[src/dfpwm_pkg.sv]
// dfpwm_pkg: shared types and constants of the dfpwm decoder
// no dependencies; used by the interfaces and every module of the block

package dfpwm_pkg;

    localparam int unsigned SAMPLE_W  = 8;
    localparam int unsigned OPND_W    = 9;   // signed operand of the shared unit
    localparam int unsigned SUM_W     = 10;  // signed result of the shared unit
    localparam int unsigned CFG_IDX_W = 2;
    localparam int unsigned BIT_CNT_W = 3;

    localparam logic [CFG_IDX_W-1:0] REG_RISE_RATE   = 2'd0;
    localparam logic [CFG_IDX_W-1:0] REG_FALL_RATE   = 2'd1;
    localparam logic [CFG_IDX_W-1:0] REG_FILTER_GAIN = 2'd2;

    localparam logic [7:0] RISE_RATE_RST   = 8'd7;
    localparam logic [7:0] FALL_RATE_RST   = 8'd20;
    localparam logic [7:0] FILTER_GAIN_RST = 8'd100;

    localparam logic signed [SAMPLE_W-1:0] TARGET_HI = 8'sd127;
    localparam logic signed [SAMPLE_W-1:0] TARGET_LO = -8'sd128;
    localparam logic [7:0] STRENGTH_MAX  = 8'd255;
    localparam logic [7:0] STRENGTH_MIN  = 8'd0;
    localparam logic [BIT_CNT_W-1:0] LAST_BIT_IDX = 3'd7;

    typedef struct packed {
        logic [7:0] rise_rate;
        logic [7:0] fall_rate;
        logic [7:0] filter_gain;
    } t_cfg;

    typedef struct packed {
        logic                 valid;
        logic [CFG_IDX_W-1:0] index;
        logic [7:0]           data;
    } t_cfg_wr;

    // one request to the shared scale unit: result = b + round(k * (a - b) / 256)
    typedef struct packed {
        logic [7:0]               k;
        logic signed [OPND_W-1:0] a;
        logic signed [OPND_W-1:0] b;
    } t_mac_req;

endpackage

[src/dfpwm_if.sv]
// dfpwm_if: valid/ready channel interfaces of the dfpwm decoder
// depends on dfpwm_pkg

interface dfpwm_in_if;
    logic       valid;
    logic       ready;
    logic [7:0] packed_bits;

    modport source (output valid, output packed_bits, input ready);
    modport sink (input valid, input packed_bits, output ready);
endinterface

interface dfpwm_out_if;
    logic                                    valid;
    logic                                    ready;
    logic signed [dfpwm_pkg::SAMPLE_W-1:0]   sample;
    logic                                    last_of_byte;

    modport source (output valid, output sample, output last_of_byte, input ready);
    modport sink (input valid, input sample, input last_of_byte, output ready);
endinterface

interface dfpwm_cfg_if;
    logic                             valid;
    logic                             ready;
    logic [dfpwm_pkg::CFG_IDX_W-1:0]  index;
    logic [7:0]                       data;

    modport source (output valid, output index, output data, input ready);
    modport sink (input valid, input index, input data, output ready);
endinterface

[src/dfpwm_cfg_regs.sv]
// dfpwm_cfg_regs: rise rate, fall rate and filter gain registers
// depends on dfpwm_pkg

module dfpwm_cfg_regs (
    input  logic               i_clk,
    input  logic               i_rst_n,
    input  dfpwm_pkg::t_cfg_wr i_wr,
    output dfpwm_pkg::t_cfg    o_cfg
);

    dfpwm_pkg::t_cfg r_cfg;

    always_ff @(posedge i_clk) begin
        if (!i_rst_n) begin
            r_cfg.rise_rate   <= dfpwm_pkg::RISE_RATE_RST;
            r_cfg.fall_rate   <= dfpwm_pkg::FALL_RATE_RST;
            r_cfg.filter_gain <= dfpwm_pkg::FILTER_GAIN_RST;
        end else if (i_wr.valid) begin
            unique case (i_wr.index)
                dfpwm_pkg::REG_RISE_RATE:   r_cfg.rise_rate   <= i_wr.data;
                dfpwm_pkg::REG_FALL_RATE:   r_cfg.fall_rate   <= i_wr.data;
                dfpwm_pkg::REG_FILTER_GAIN: r_cfg.filter_gain <= i_wr.data;
                default: ;  // unused index, write dropped
            endcase
        end
    end

    assign o_cfg = r_cfg;

endmodule

[src/dfpwm_scale_unit.sv]
// dfpwm_scale_unit: shared approach step, b + floor((k * (a - b) + 128) / 256)
// depends on dfpwm_pkg; product registered, result valid the cycle after the request

module dfpwm_scale_unit (
    input  logic                                 i_clk,
    input  dfpwm_pkg::t_mac_req                  i_req,
    output logic signed [dfpwm_pkg::SUM_W-1:0]   o_sum
);

    localparam int unsigned PROD_W = dfpwm_pkg::SUM_W + 9;

    logic signed [dfpwm_pkg::SUM_W-1:0] diff;
    logic signed [PROD_W-1:0]           prod;
    logic signed [PROD_W-1:0]           r_prod;
    logic signed [dfpwm_pkg::OPND_W-1:0] r_base;
    logic signed [PROD_W-1:0]           rounded;
    logic signed [PROD_W-1:0]           step;
    logic signed [PROD_W-1:0]           total;

    always_comb begin
        diff = dfpwm_pkg::SUM_W'(i_req.a) - dfpwm_pkg::SUM_W'(i_req.b);
        prod = PROD_W'($signed({1'b0, i_req.k})) * PROD_W'(diff);
    end

    always_ff @(posedge i_clk) begin
        r_prod <= prod;
        r_base <= i_req.b;
    end

    // arithmetic shift gives the floor, also for negative products
    always_comb begin
        rounded = r_prod + PROD_W'(128);
        step    = rounded >>> 8;
        total   = step + PROD_W'(r_base);
        o_sum   = total[dfpwm_pkg::SUM_W-1:0];
    end

endmodule

[src/dfpwm_decoder_core.sv]
// dfpwm_decoder_core: top level of the dfpwm decoder, bit sequencer and state
// depends on dfpwm_pkg, dfpwm_if, dfpwm_cfg_regs and dfpwm_scale_unit

// One byte in, eight signed samples out, bit 0 decoded first; last_of_byte
// marks the eighth. Every bit runs through one shared multiply-and-round unit
// three times in a row (charge, strength, output filter): the states S_CHG,
// S_STR and S_FLT drive the unit passes, S_OUT loads the output register and
// S_WAIT shows the sample until it is taken. The input is not ready again
// until the eighth sample has been taken.
// Configuration writes are taken in any cycle and land the next edge; they
// should only be issued while the block is idle.

module dfpwm_decoder_core (
    input  logic              i_clk,
    input  logic              i_rst_n,
    dfpwm_in_if.sink          i_in,
    dfpwm_out_if.source       o_out,
    dfpwm_cfg_if.sink         i_cfg
);

    typedef enum logic [2:0] {
        S_IDLE,
        S_CHG,   // unit works on charge
        S_STR,   // charge done, unit works on strength
        S_FLT,   // strength done, unit works on filter
        S_OUT,   // filter done, load output register
        S_WAIT   // sample on offer
    } t_state;

    t_state r_state;

    // decoder state
    logic signed [7:0] r_charge;
    logic [7:0]        r_strength;
    logic              r_last_bit;
    logic signed [7:0] r_level;

    // per-byte working registers
    logic [7:0]                          r_bits;
    logic [dfpwm_pkg::BIT_CNT_W-1:0]     r_cnt;
    logic signed [7:0]                   r_raw;

    // output register
    logic                r_out_valid;
    logic signed [7:0]   r_sample;
    logic                r_last;

    dfpwm_pkg::t_cfg     cfg;
    dfpwm_pkg::t_cfg_wr  cfg_wr;
    dfpwm_pkg::t_mac_req mac_req;
    logic signed [dfpwm_pkg::SUM_W-1:0] mac_sum;

    // current bit and its derived values
    logic              cur_bit;
    logic              flip;
    logic signed [7:0] target;
    logic [7:0]        goal;
    logic [7:0]        rate;

    // charge step results
    logic signed [7:0] new_q;
    logic              q_stuck;
    logic signed [8:0] old_adj;
    logic signed [9:0] avg_sum;
    logic signed [7:0] raw;

    // strength step results
    logic [7:0]        new_s;
    logic              s_stuck;
    logic [7:0]        s_next;

    // configuration port, always ready
    assign i_cfg.ready  = 1'b1;
    assign cfg_wr.valid = i_cfg.valid;
    assign cfg_wr.index = i_cfg.index;
    assign cfg_wr.data  = i_cfg.data;

    dfpwm_cfg_regs u_cfg_regs (
        .i_clk   (i_clk),
        .i_rst_n (i_rst_n),
        .i_wr    (cfg_wr),
        .o_cfg   (cfg)
    );

    dfpwm_scale_unit u_scale (
        .i_clk (i_clk),
        .i_req (mac_req),
        .o_sum (mac_sum)
    );

    always_comb begin
        cur_bit = r_bits[0];
        flip    = cur_bit != r_last_bit;
        target  = cur_bit ? dfpwm_pkg::TARGET_HI : dfpwm_pkg::TARGET_LO;
        goal    = flip ? dfpwm_pkg::STRENGTH_MIN : dfpwm_pkg::STRENGTH_MAX;
        rate    = flip ? cfg.fall_rate : cfg.rise_rate;
    end

    // charge result: valid in S_STR
    always_comb begin
        new_q   = mac_sum[7:0];
        q_stuck = (new_q == r_charge) && (new_q != target);
        old_adj = 9'(r_charge);
        if (q_stuck) begin
            // old charge nudged toward the target for the flip average only
            old_adj = cur_bit ? (9'(r_charge) + 9'sd1) : (9'(r_charge) - 9'sd1);
        end
        avg_sum = 10'(new_q) + 10'(old_adj);
        raw     = flip ? avg_sum[8:1] : new_q;
    end

    // strength result: valid in S_FLT
    always_comb begin
        new_s   = mac_sum[7:0];
        s_stuck = (new_s == r_strength) && (r_strength != goal);
        s_next  = new_s;
        if (s_stuck) begin
            s_next = flip ? (r_strength - 8'd1) : (r_strength + 8'd1);
        end
    end

    // operand select for the shared unit
    always_comb begin
        mac_req.k = r_strength;
        mac_req.a = 9'(target);
        mac_req.b = 9'(r_charge);
        unique case (r_state)
            S_STR: begin
                mac_req.k = rate;
                mac_req.a = $signed({1'b0, goal});
                mac_req.b = $signed({1'b0, r_strength});
            end
            S_FLT: begin
                mac_req.k = cfg.filter_gain;
                mac_req.a = 9'(r_raw);
                mac_req.b = 9'(r_level);
            end
            S_IDLE, S_CHG, S_OUT, S_WAIT: ;
        endcase
    end

    always_ff @(posedge i_clk) begin
        if (!i_rst_n) begin
            r_state     <= S_IDLE;
            r_charge    <= '0;
            r_strength  <= '0;
            r_last_bit  <= 1'b0;
            r_level     <= '0;
            r_cnt       <= '0;
            r_out_valid <= 1'b0;
        end else begin
            unique case (r_state)
                S_IDLE: begin
                    if (i_in.valid) begin
                        r_bits  <= i_in.packed_bits;
                        r_cnt   <= '0;
                        r_state <= S_CHG;
                    end
                end
                S_CHG: begin
                    r_state <= S_STR;
                end
                S_STR: begin
                    r_charge <= new_q;
                    r_raw    <= raw;
                    r_state  <= S_FLT;
                end
                S_FLT: begin
                    r_strength <= s_next;
                    r_state    <= S_OUT;
                end
                S_OUT: begin
                    r_level     <= mac_sum[7:0];
                    r_sample    <= mac_sum[7:0];
                    r_last      <= r_cnt == dfpwm_pkg::LAST_BIT_IDX;
                    r_out_valid <= 1'b1;
                    r_last_bit  <= cur_bit;
                    r_state     <= S_WAIT;
                end
                S_WAIT: begin
                    if (o_out.ready) begin
                        r_out_valid <= 1'b0;
                        r_bits      <= {1'b0, r_bits[7:1]};
                        r_cnt       <= r_cnt + 3'd1;
                        if (r_cnt == dfpwm_pkg::LAST_BIT_IDX) begin
                            r_state <= S_IDLE;
                        end else begin
                            r_state <= S_CHG;
                        end
                    end
                end
            endcase
        end
    end

    assign i_in.ready         = r_state == S_IDLE;
    assign o_out.valid        = r_out_valid;
    assign o_out.sample       = r_sample;
    assign o_out.last_of_byte = r_last;

    // no sample on offer while a new byte can be taken
    a_idle_no_output: assert property (@(posedge i_clk) disable iff (!i_rst_n)
        i_in.ready |-> !o_out.valid)
        else $error("output valid while input ready");

    // taking the last sample of a byte frees the input side
    a_last_frees_input: assert property (@(posedge i_clk) disable iff (!i_rst_n)
        (o_out.valid && o_out.ready && o_out.last_of_byte) |=> i_in.ready)
        else $error("input not ready after last sample of byte");

    // a sample that is not the last of its byte keeps the block busy
    a_mid_byte_busy: assert property (@(posedge i_clk) disable iff (!i_rst_n)
        (o_out.valid && o_out.ready && !o_out.last_of_byte) |=> !i_in.ready)
        else $error("input ready in the middle of a byte");

    // an accepted byte starts the bit sequence
    a_accept_starts: assert property (@(posedge i_clk) disable iff (!i_rst_n)
        (i_in.valid && i_in.ready) |=> (r_state == S_CHG && r_cnt == '0))
        else $error("byte accepted without starting the sequence");

endmodule

[src/flat_wrapper.sv]
// flat-port wrapper written by rule: the top's interface ports become plain ports
module dfpwm_decoder_core_flat 
  (i_clk, i_rst_n, i_in_valid, i_in_packed_bits, i_in_ready, o_out_valid, o_out_sample, o_out_last_of_byte, o_out_ready, i_cfg_valid, i_cfg_index, i_cfg_data, i_cfg_ready);
  dfpwm_in_if i_in_i ();
  dfpwm_out_if o_out_i ();
  dfpwm_cfg_if i_cfg_i ();
  input  logic i_clk;
  input  logic i_rst_n;
  input wire logic [$bits(i_in_i.valid)-1:0] i_in_valid;
  input wire logic [$bits(i_in_i.packed_bits)-1:0] i_in_packed_bits;
  output wire logic [$bits(i_in_i.ready)-1:0] i_in_ready;
  output wire logic [$bits(o_out_i.valid)-1:0] o_out_valid;
  output wire logic [$bits(o_out_i.sample)-1:0] o_out_sample;
  output wire logic [$bits(o_out_i.last_of_byte)-1:0] o_out_last_of_byte;
  input wire logic [$bits(o_out_i.ready)-1:0] o_out_ready;
  input wire logic [$bits(i_cfg_i.valid)-1:0] i_cfg_valid;
  input wire logic [$bits(i_cfg_i.index)-1:0] i_cfg_index;
  input wire logic [$bits(i_cfg_i.data)-1:0] i_cfg_data;
  output wire logic [$bits(i_cfg_i.ready)-1:0] i_cfg_ready;
  assign i_in_i.valid = i_in_valid;
  assign i_in_i.packed_bits = i_in_packed_bits;
  assign i_in_ready = i_in_i.ready;
  assign o_out_valid = o_out_i.valid;
  assign o_out_sample = o_out_i.sample;
  assign o_out_last_of_byte = o_out_i.last_of_byte;
  assign o_out_i.ready = o_out_ready;
  assign i_cfg_i.valid = i_cfg_valid;
  assign i_cfg_i.index = i_cfg_index;
  assign i_cfg_i.data = i_cfg_data;
  assign i_cfg_ready = i_cfg_i.ready;
  dfpwm_decoder_core u_core (.i_clk(i_clk), .i_rst_n(i_rst_n), .i_in(i_in_i), .o_out(o_out_i), .i_cfg(i_cfg_i));
endmodule
[config.mk]
export PLATFORM = sky130hd
export DESIGN_NAME = dfpwm_decoder_core_flat
export DESIGN_NICKNAME = d
export VERILOG_FILES = /design/src/dfpwm_pkg.sv /design/src/dfpwm_if.sv /design/src/dfpwm_cfg_regs.sv /design/src/dfpwm_scale_unit.sv /design/src/dfpwm_decoder_core.sv /design/src/flat_wrapper.sv
export SDC_FILE = /design/constraint.sdc
export NUM_CORES = 1
export LEC_CHECK = 0
export CAP_MARGIN = 20
export CORE_MARGIN = 2
export CORE_UTILIZATION = 45
export DETAILED_ROUTE_END_ITERATION = 7
export DONT_BUFFER_PORTS = 1
export PLACE_DENSITY = 0.67
export SYNTH_ARGS = -nofsm -noshare
export SYNTH_HDL_FRONTEND = slang
export SYNTH_SLANG_ARGS = --single-unit
[constraint.sdc]
create_clock -name i_clk -period 16.2 [get_ports i_clk]
set_input_delay 2.43 -clock i_clk [delete_from_list [all_inputs] [get_ports i_clk]]
set_output_delay 2.43 -clock i_clk [all_outputs]
set_load 0.03 [all_outputs]
==> results of run 1 <==
[kinds of logic after synthesis]
kind of cell	after synthesis	synth area share [%]
XOR/XNOR	71	7.653
AND/OR/NAND/NOR	342	17.98
multiplexers	41	4.878
AO/OA/AOI/OAI	168	13.04
buffers and inverters	150	6.718
flip-flops	98	25.82
adder cells (fa/ha/maj)	128	23.86
other	1	0.04377
[registers in the layout (all words and copies together), names as in the netlist]
name                       cells
u_core.u_scale.r_prod          9
u_core.r_charge                8
u_core.o_out.last_of_byte      1
u_core.r_raw                   8
u_core.o_out.sample            8
u_core.r_level                 8
u_core.u_scale.r_base          8
u_core.r_bits                  8
u_core.r_state                 3
u_core.r_last_bit              1
u_core.r_strength              8
u_core.r_cnt                   3
u_core.o_out.valid             1
u_core.u_cfg_regs.o_cfg       24
[synthesized netlist by cell type, drive strengths merged (5+ instances only)]
| cell type | instances | area, sq um |
|---|---|---|
| nand2 | 154 | 578.1 |
| inv | 114 | 427.9 |
| nor2 | 91 | 341.6 |
| dfxtp | 73 | 1461 |
| ha | 69 | 863.3 |
| fa | 59 | 1181 |
| a21oi | 53 | 265.3 |
| xnor2 | 47 | 445.4 |
| mux2i | 35 | 350.3 |
| clkbuf | 28 | 105.1 |
| o21ai | 28 | 140.1 |
| nor2b | 27 | 168.9 |
| edfxtp | 25 | 750.7 |
| xor2 | 24 | 210.2 |
| o21a | 20 | 150.1 |
| a21boi | 13 | 97.60 |
| a211oi | 9 | 72.57 |
| nand2b | 9 | 56.30 |
| nand3 | 9 | 45.04 |
| and2 | 8 | 50.05 |
| nor3 | 7 | 35.03 |
| or2 | 7 | 43.79 |
| a21o | 6 | 45.04 |
| buf | 6 | 35.03 |
| mux2 | 6 | 67.56 |
| a31oi | 5 | 31.28 |
| nand3b | 5 | 37.54 |
| o21bai | 5 | 37.54 |
[through the flow]
stage	cell area (sq um)	hold slack [ns]	worst slack [ns]	instances	total power, mW
6_report	9104	0.4601	8.524	1226	1.074
5_1_grt	9104	0.4854	7.888	1226	1.156
4_1_cts	9104	0.4584	8.572	1226	1.076
3_5_place_dp	8802	0.4482	8.614	1210	0.8525
3_3_place_gp	8802	0.4434	8.724	1210	0.8459
2_1_floorplan	8567	0.4369	8.741	999	0.7192
[report_power, final]
| part | internal, mW | switching, mW |
|---|---|---|
| combinational | 0.220 | 0.333 |
| clock | 0.114 | 0.107 |
| sequential | 0.281 | 0.0205 |
| total | 0.614 | 0.460 |
[final cells by class]
cell class | instances | area [sq um] | area share (%)
Timing Repair Buffer | 11 | 82.58 | 0.9071
Inverter | 116 | 435.4 | 4.783
Multi-Input combinational cell | 751 | 5779 | 63.48
Sequential cell | 98 | 2212 | 24.30
Clock buffer | 10 | 239.0 | 2.625
Clock inverter | 6 | 62.56 | 0.6872
Tap cell | 234 | 292.8 | 3.216
[per-layer routing]
metal | vias up | track usage [%]
met5 | - | 0
li1 | 3263 | -
met4 | 0 | 7.053
met3 | 30 | 2.524
met2 | 119 | 32.86
met1 | 3140 | 27.99
[tightest hold or removal path, cell delays in order, from the launching register on]
cell                      delay (ns)
sky130_fd_sc_hd__dfxtp_1        0.31
sky130_fd_sc_hd__nand2_1        0.05
sky130_fd_sc_hd__a21oi_1        0.05
[path summary, 6_finish.rpt]
check,from,to,slack [ns],depth (start not counted)
worst max-delay path,u_core.r_state[1]$_SDFFE_PN0P_,u_core.u_scale.r_prod[14]$_DFF_P_,8.52,28
worst min register to register,u_core.r_level[7]$_SDFFE_PN0P_,u_core.r_level[7]$_SDFFE_PN0P_,0.46,2
worst min-delay path,u_core.r_level[7]$_SDFFE_PN0P_,u_core.r_level[7]$_SDFFE_PN0P_,0.46,2
worst max register to register,u_core.r_state[1]$_SDFFE_PN0P_,u_core.u_scale.r_prod[14]$_DFF_P_,8.52,28
==> results by stage, run 1 <==
Run status:
- The flow ran to the end, and the final reports show no timing, DRC or antenna violations.

Finish:
- The library cells used most frequently in the layout, excluding fill and tap cells, are 154 x sky130_fd_sc_hd__nand2_1, 113 x sky130_fd_sc_hd__inv_1, 91 x sky130_fd_sc_hd__nor2_1.
- The final layout contains around 1.1k nets.
- The layout has approximately 1.8k filler cells.
- Cells with a size suffix above 1 make up 5.444% of the layout.
- The leading cell type in the layout, fill and taps excluded is sky130_fd_sc_hd__nand2_1.
- The number of antenna diodes is 0.
- Compared with the post-synthesis result, the final layout area differs by 6.266%.
- Measured on the finished design, the core utilization comes to 48.67%.

Synth:
- The number of flip-flops and latches in the synthesized netlist is just under 100.
- The most used flip-flop cell after synthesis is sky130_fd_sc_hd__dfxtp_1.
- The count of flip-flops with a built-in enable after synthesis is 25.
- Synthesis handed over a netlist of 999 instances.
- The synthesized net count is approximately 1.2k.
- The area of the mapped netlist is ~8600 sq um.
- Sequential cells were found to cover about 26% of the synthesized design area.
- In the synthesized netlist the async set-or-reset flop fraction comes to 0%.
- Yosys printed 0 warnings.
- The number of different library cells used by synthesis comes to 72.
- Dividing the synthesized area by the synthesized cell count gives 8.576 sq um.

Drt:
- Once detail routing completed, the nets flagged for antenna violations numbered 0.
- In this run the top signal layer used is met4.
- The wire length on met1 is between 9000 and 10000 um.
- Dividing the detail-routed wire length by the instance count gives between 15 and 20 um.
- The via count is 6552.
- The wire length on met3 is 736 um.
- In the detailed route, the total length drawn on met2 is just under 9000 um.
- The iteration count of the initial detailed-routing pass is 5.
- The total DRC errors in the routed layout is 0.
- The per-cell via count in the routed design is between 5 and 6.
- The routed wire length is roughly 19000 um.
- After the first detailed-routing iteration, the DRC count stood at 424.

Clocking:
- The clock-pin slew reported for the worst setup and hold paths after clock tree synthesis is roughly 0.08 ns.
- The number of buffers created by CTS is 9.
- The number of buffers added to fix hold violations after cts is 0.
- The maximum count of clock buffers along a single path is 2.
- Once the clock tree was built, the resizer swapped 0 gates to a different size.
- The clock root buffer master is sky130_fd_sc_hd__clkbuf_16.
- The clock tree synthesis step divided the H-tree into 3 levels.
- The number of buffers inserted to repair setup after CTS is 0.
- The clock latency on the worst-skew pair is around 0.36 ns.
- TritonCTS built the clock tree.
- The tree built by TritonCTS fans out to 98 sinks.

Worst hold path:
- The min-delay analysis places its worst path in the category register to register.

Worst setup path:
- The cell class contributing the biggest share of worst-path delay is adder cells.
- The most numerous cell type found on the critical path is sky130_fd_sc_hd__fa_1.
- By startpoint and endpoint, the worst setup path is classified as register to register.
- In this run the worst path has a maximum fanout of 12.
- STA puts the critical path data required time at approximately 16 ns.
- The number of buffers and inverters on the critical path is 3.
- The worst setup path is launched from a register.
- The critical path endpoint category is a register.
- The slowest stage of the critical path is the sky130_fd_sc_hd__nor2b_1 cell.
- The largest single stage delay on the critical path is around 0.55 ns.
- The critical path arrival is roughly 7.9 ns.

Timing:
- Setup violations remaining at the end of the flow were counted as 0.
- The transition time at the pin with the least slew margin is about 1.0 ns.
- The summed negative setup slack over all endpoints is 0 ns.
- The final-report hold violation count is 0.
- Timing would allow up to about 0.13 GHz.
- Setup repair after global routing left no endpoint under its margin.
- Between clock sinks in the finished design, the worst skew comes to 0.01220 ns.
- Measured against its own limit, the worst slew margin works out to 31.37%.
- The max-slew violation total from the final report is 0.
- The post-layout minimum cycle time is roughly 7.7 ns.
- In the finished design, the share of the clock period the worst path needs comes to 47.38%.

Power and ir drop:
- The areal power density over the cells is 118.0 nW/um^2.
- The static leakage is just over 4 nW.
- The largest vdd supply drop is roughly 0.000067 V.

GRT:
- The via count of the first global-routing pass was about 6.5k.
- The global-route total usage across every layer is 20.24%.
- Entering global routing, the biggest net connects 37 pins.
- The first-pass GRT wire length is around 32000 um.
- The initial antenna violation count is 0.
- For this run the aggregate overflow at the end of global routing stands at 0.

Placement:
- The final weighted congestion of routability-driven global placement is approximately 0.9.
- The HPWL after detailed placement is 14730 um.
- The count of port buffers added during placement is 0.

Die:
- The floorplan step set the die width to ~140 um.
- The standard-cell row count is 50.
- The die covers around 20000 sq um.
- The initial cell density of the core is a little under half.
- The region available for standard cell placement spans 18710 sq um.
- 35 I/O pins were placed.
- From bottom edge to top edge, the die measures around 140 um.

Flow run:
- The max-capacitance violation count is 0.
No activity file was read; power rests on OpenSTA's default activity.
==> run 2, diff against run 1 <==
- ABC_AREA: unset -> 1
- PLACE_DENSITY: 0.67 -> 0.69
- clock period: 16.2 -> 6.3 ns (I/O delays scaled with it)
==> run 2 against run 1 <==
Hold slack better by 0.0012 ns. Global-route usage is 1.6 points higher. Non-clock buffer count is 22 higher. Via count is 15% higher. Clock-buffer cell count stayed put. Clock power grew to 2.8 times the previous value. Register-to-register slack worse by 8.3 ns. Routed wire length is 11% higher. Total power grew to 4.7 times the previous value. Clock skew is 0.0012 ns lower.
==> results by stage, run 2 <==
Die:
- The standard-cell row count is 50 (unchanged).
- The initial cell density of the core is 46.29% (+0.49 points).
- The die height is 143.2 um (+0.84%).
- The die span in x was 143.2 um (+0.84%).
- The number of top-level pins is 35 (unchanged).
- The area of the die is 20500 sq um (+1.7%).
- The placeable core area is 18830 sq um (+0.67%).

Finish:
- The fraction of final layout cells sized beyond drive strength 1 is 10.77% (+5.3 points).
- The number of flip-flops under the largest register name was 24 (unchanged).
- Leaving out fill and tap cells, the most frequent cell in the layout is sky130_fd_sc_hd__nand2_1.
- The core utilization of the finished layout is 52.09% (+3.4 points).
- The number of antenna diodes was 0 (unchanged).
- The number of fillers in the final layout is 1802 (+1.7%).
- The area growth from synthesis to layout is 12.55%.
- The library cells used most frequently in the layout, excluding fill and tap cells, are 261 x sky130_fd_sc_hd__nand2_1, 206 x sky130_fd_sc_hd__inv_1, 119 x sky130_fd_sc_hd__nor2_1.
- The number of nets in the final layout was 1353 (+19%).

Synth:
- The share of the synthesized area in the top cell type is 16.77% (-0.29 points).
- Summed over all instances, the cell type with the most area after synthesis is sky130_fd_sc_hd__dfxtp_1.
- The number of flip-flops and latches in the synthesized netlist came to 98 (unchanged).
- The post-synthesis async set-or-reset flop share came to 0% (unchanged).
- The most common cell in the netlist is sky130_fd_sc_hd__nand2_1.
- In the post-synthesis netlist, the biggest area contributors are sky130_fd_sc_hd__dfxtp_1 17%, sky130_fd_sc_hd__fa_1 14%, sky130_fd_sc_hd__nand2_1 11%.
- The combinational family with the most area after synthesis is simple AND/OR/NAND/NOR gates.
- The multiplexer share of the synthesized area is 0% (-4.9 points).
- The synthesized net count is 1336 (+16%).
- The total of warnings raised by yosys came to 0 (unchanged).
- The gate count after technology mapping is 1185 (+19%).
- The post-synthesis average cell area was 7.355 sq um (-14%).
- The post-synthesis xor/xnor area fraction was 5.082% (-2.6 points).
- The area of the mapped netlist is 8716 sq um (+1.7%).
- After synthesis, the most frequently instantiated cells are 265 x sky130_fd_sc_hd__nand2_1, 210 x sky130_fd_sc_hd__inv_1, 125 x sky130_fd_sc_hd__nor2_1, 73 x sky130_fd_sc_hd__dfxtp_1, 69 x sky130_fd_sc_hd__ha_1.
- The sequential fraction of the synthesis area is 25.38% (-0.44 points).
- The fraction of the mapped netlist area in adder cells is 23.46% (-0.41 points).
- The area fraction in and, or, nand and nor cells after synthesis came to 24.48% (+6.5 points).
- The number of unique standard cell types used by synthesis is 54 (-25%).
- The synthesized-area fraction occupied by ao, oa, aoi and oai cells is 10.55% (-2.5 points).
- The count of flip-flops with a built-in enable after synthesis was 25 (unchanged).
- The flip-flop cell with the highest count after synthesis is sky130_fd_sc_hd__dfxtp_1.

Worst setup path:
- The startpoint of the most critical register-to-register path is u_core.r_state[1]$_SDFFE_PN0P_.
- Among all stages on the critical path, the largest delay is contributed by sky130_fd_sc_hd__fa_1.
- Among the stages of the critical path, the cell type that occurs most often is sky130_fd_sc_hd__nand2_1.
- The maximum cell stage delay along the critical path is 0.52 ns (-0.03 ns).
- The depth of the most critical reg-to-reg path is 38 (+36%).
- The worst setup path is captured at a register.
- The slack of the worst reg-to-reg path was 0.26 ns (-8.26 ns).
- STA classifies the critical path startpoint as a register.
- The worst register-to-register path ends at u_core.u_scale.r_prod[13]$_DFF_P_.
- The worst setup path is of the register to register kind.
- The critical-path maximum fanout was 9 (-3).
- The critical path arrival came to 6.29 ns (-1.63 ns).
- The data required time of the worst path came to 6.55 ns (-9.89 ns).

GRT:
- The global-route track usage on met1 is 29.63% (+1.6 points).
- The global-route total usage across every layer is 21.82% (+1.6 points).
- The initial antenna violation count is 0 (unchanged).
- The met2 track utilization from global routing was 36.19% (+3.3 points).
- The via count of the first global-routing pass is 7242 (+12%).
- The layer with the highest usage is met2.
- The met3 layer usage reported by global route is 2.951% (+0.43 points).
- The first-pass GRT wire length is 35410 um (+9.3%).
- The final global-route overflow total is 0 (unchanged).
- The pin count of the biggest net entering global routing came to 37 (unchanged).

Power and ir drop:
- The proportion of power drawn by flip-flops and latches is 17.3% (-11 points).
- The net switching power figure is 2.557 mW (+460%).
- The areal power density over the cells was 518.3 nW/um^2 (+340%).
- The static leakage is 4.773 nW (+17%).
- The power consumption came to 5.085 mW (+370%).
- The largest vdd supply drop is 0.0002847 V (+330%).
- The switching share of power is 50.28% (+7.5 points).
- The clock share of power came to 12.2% (-8.4 points).
- The combinational fraction of design power was 70.6% (+19 points).
- The design internal power is 2.528 mW (+310%).

Drt:
- The total DRC errors in the routed layout is 0 (unchanged).
- The number of DRC markers in iteration 0 was 435 (+2.6%).
- The iteration count of the initial detailed-routing pass is 5 (unchanged).
- The per-cell via count in the routed design is 5.130 (-4.0%).
- The via count is 7525 (+15%).
- The routed wire length is 21460 um (+11%).
- The routed length per placed instance is 14.63 um (-7.2%).
- The number of nets still failing antenna checks after routing is 0 (unchanged).

Timing:
- The share of the cycle needed by the critical path after routing came to 95.81% (+48 points).
- The max-slew violation total from the final report is 0 (unchanged).
- The least setup slack across all paths after layout is 0.2639 ns (-8.260 ns).
- The transition time at the pin with the least slew margin is 1.068 ns (+0.04518 ns).
- The achievable clock frequency was 0.1657 GHz (+27%).
- The maximum clock skew at final layout is 0.01099 ns (-0.001204 ns).
- The post-layout minimum cycle time is 6.036 ns (-1.640 ns).
- The count of endpoints failing setup in the final report is 0 (unchanged).
- The remaining max-slew budget at the tightest pin came to 28.22% (-3.1 points).
- The final-report hold violation count was 0 (unchanged).

Clocking:
- The clock latency on the worst-skew pair is 0.36 ns (about the same).
- The H-tree depth reported by CTS is 3 (unchanged).
- The number of buffers added to fix hold violations after cts is 0 (unchanged).
- TritonCTS built the clock tree.
- The clock-pin slew reported for the worst setup and hold paths after clock tree synthesis is 0.07 ns (about the same).
- The number of buffers created by CTS is 9 (unchanged).
- In this run the clock root is driven by a sky130_fd_sc_hd__clkbuf_16.
- The maximum count of clock buffers along a single path came to 2 (unchanged).
- The count of clock tree sinks is 98 (unchanged).

Worst hold path:
- The hold path startpoint is u_core.u_cfg_regs.o_cfg[10]$_SDFFE_PN1P_.
- The path with the worst hold slack has its endpoint at u_core.u_cfg_regs.o_cfg[10]$_SDFFE_PN1P_.
- The number of cells traversed by the worst hold path came to 2 (unchanged).
- The tightest min-delay check is of the register to register type.

Flow run:
- The max-capacitance violation count is 0 (unchanged).

Placement:
- The final weighted congestion of routability-driven global placement is 0.9601 (+6.0%).
- The count of port buffers added during placement came to 0 (unchanged).
- The HPWL after detailed placement is 16660 um (+13%).
- The worst-case setup slack after placement is 0.01728 ns (-8.597 ns).

Run status:
- The flow ran to the end, and the final reports show no timing, DRC or antenna violations.
[run 2: cell types whose count changed after synthesis, sizes merged, moves of 27 or more]
cell and change:
nand2 +121, nand3 +49, xnor2 -33, nor2b -27
inv +105, nor2 +38, mux2i -35
[run 2: worst max path at each step]
stage / endpoint / start / slack [ns]
after floorplan: u_core.u_scale.r_prod[13]$_DFF_P_ / u_core.r_state[1]$_SDFFE_PN0P_ / 0.03
after global placement: u_core.u_scale.r_prod[15]$_DFF_P_ / u_core.r_state[1]$_SDFFE_PN0P_ / 0.10
after detailed placement: u_core.u_scale.r_prod[13]$_DFF_P_ / u_core.r_state[1]$_SDFFE_PN0P_ / 0.02
after CTS: u_core.u_scale.r_prod[15]$_DFF_P_ / u_core.r_state[1]$_SDFFE_PN0P_ / 0.04
after global routing: u_core.u_scale.r_prod[13]$_DFF_P_ / u_core.r_state[1]$_SDFFE_PN0P_ / -0.14
final: u_core.u_scale.r_prod[13]$_DFF_P_ / u_core.r_state[1]$_SDFFE_PN0P_ / 0.26
[run 2: layer usage]
layer,wire length (um),vias to the layer above
met1,9788,3534
met5,0,-
met2,10090,177
met4,492,0
li1,-,3774
met3,1086,40
[run 2: area by class of cell]
cell class	instances	area [sq um]	area share, %
Tap cell	260	325.3	3.316
Clock buffer	10	250.2	2.551
Multi-Input combinational cell	838	5819	59.32
Inverter	222	843.3	8.597
Sequential cell	98	2216	22.59
Timing Repair Buffer	33	271.5	2.768
Clock inverter	6	83.83	0.8546
[run 2: metrics by stage]
step           setup TNS, ns  area (sq um)  hold slack, ns  cells
2_1_floorplan              0          8737          0.4289   1185
3_3_place_gp               0          9138          0.4418   1444
3_5_place_dp               0          9138          0.4442   1444
4_1_cts                    0          9477          0.4619   1460
5_1_grt              -0.2266          9809          0.4858   1467
6_report                   0          9809          0.4613   1467
[run 2: worst max-delay path: cells and delay by family, from the launching register on]
kind	cells	cell delay [ns]
XOR/XNOR	1	0.14
AO/OA/AOI/OAI	5	0.60
buffers and inverters	7	0.45
adder cells (fa/ha/maj)	7	2.79
AND/OR/NAND/NOR	18	1.56
flip-flops	1	0.37
[run 2: cells by family after synthesis]
family / Yosys count
other: 1
buffers and inverters: 249
and+or+nand+nor: 500
xor gates and xnor gates: 49
adders and majority gates: 128
DFF: 98
AOI/OAI and AO/OA: 160
[run 2: power groups by stage]
stage                     Sequential [mW]  Clock (mW)  Combinational, mW
final                               0.878       0.619               3.59
after floorplan                     0.860           0               2.45
after global routing                0.888       0.647               4.06
after detailed placement            0.892           0               3.19
after CTS                           0.878       0.622               3.22
after global placement              0.891           0               3.13
[run 2: what timing repair did]
item                       in CTS  in global routing
setup endpoints to repair       2                  6
resized for setup               1                 56
setup buffers                   0                  7
cloned                          0                  0
pin swaps                       0                 15
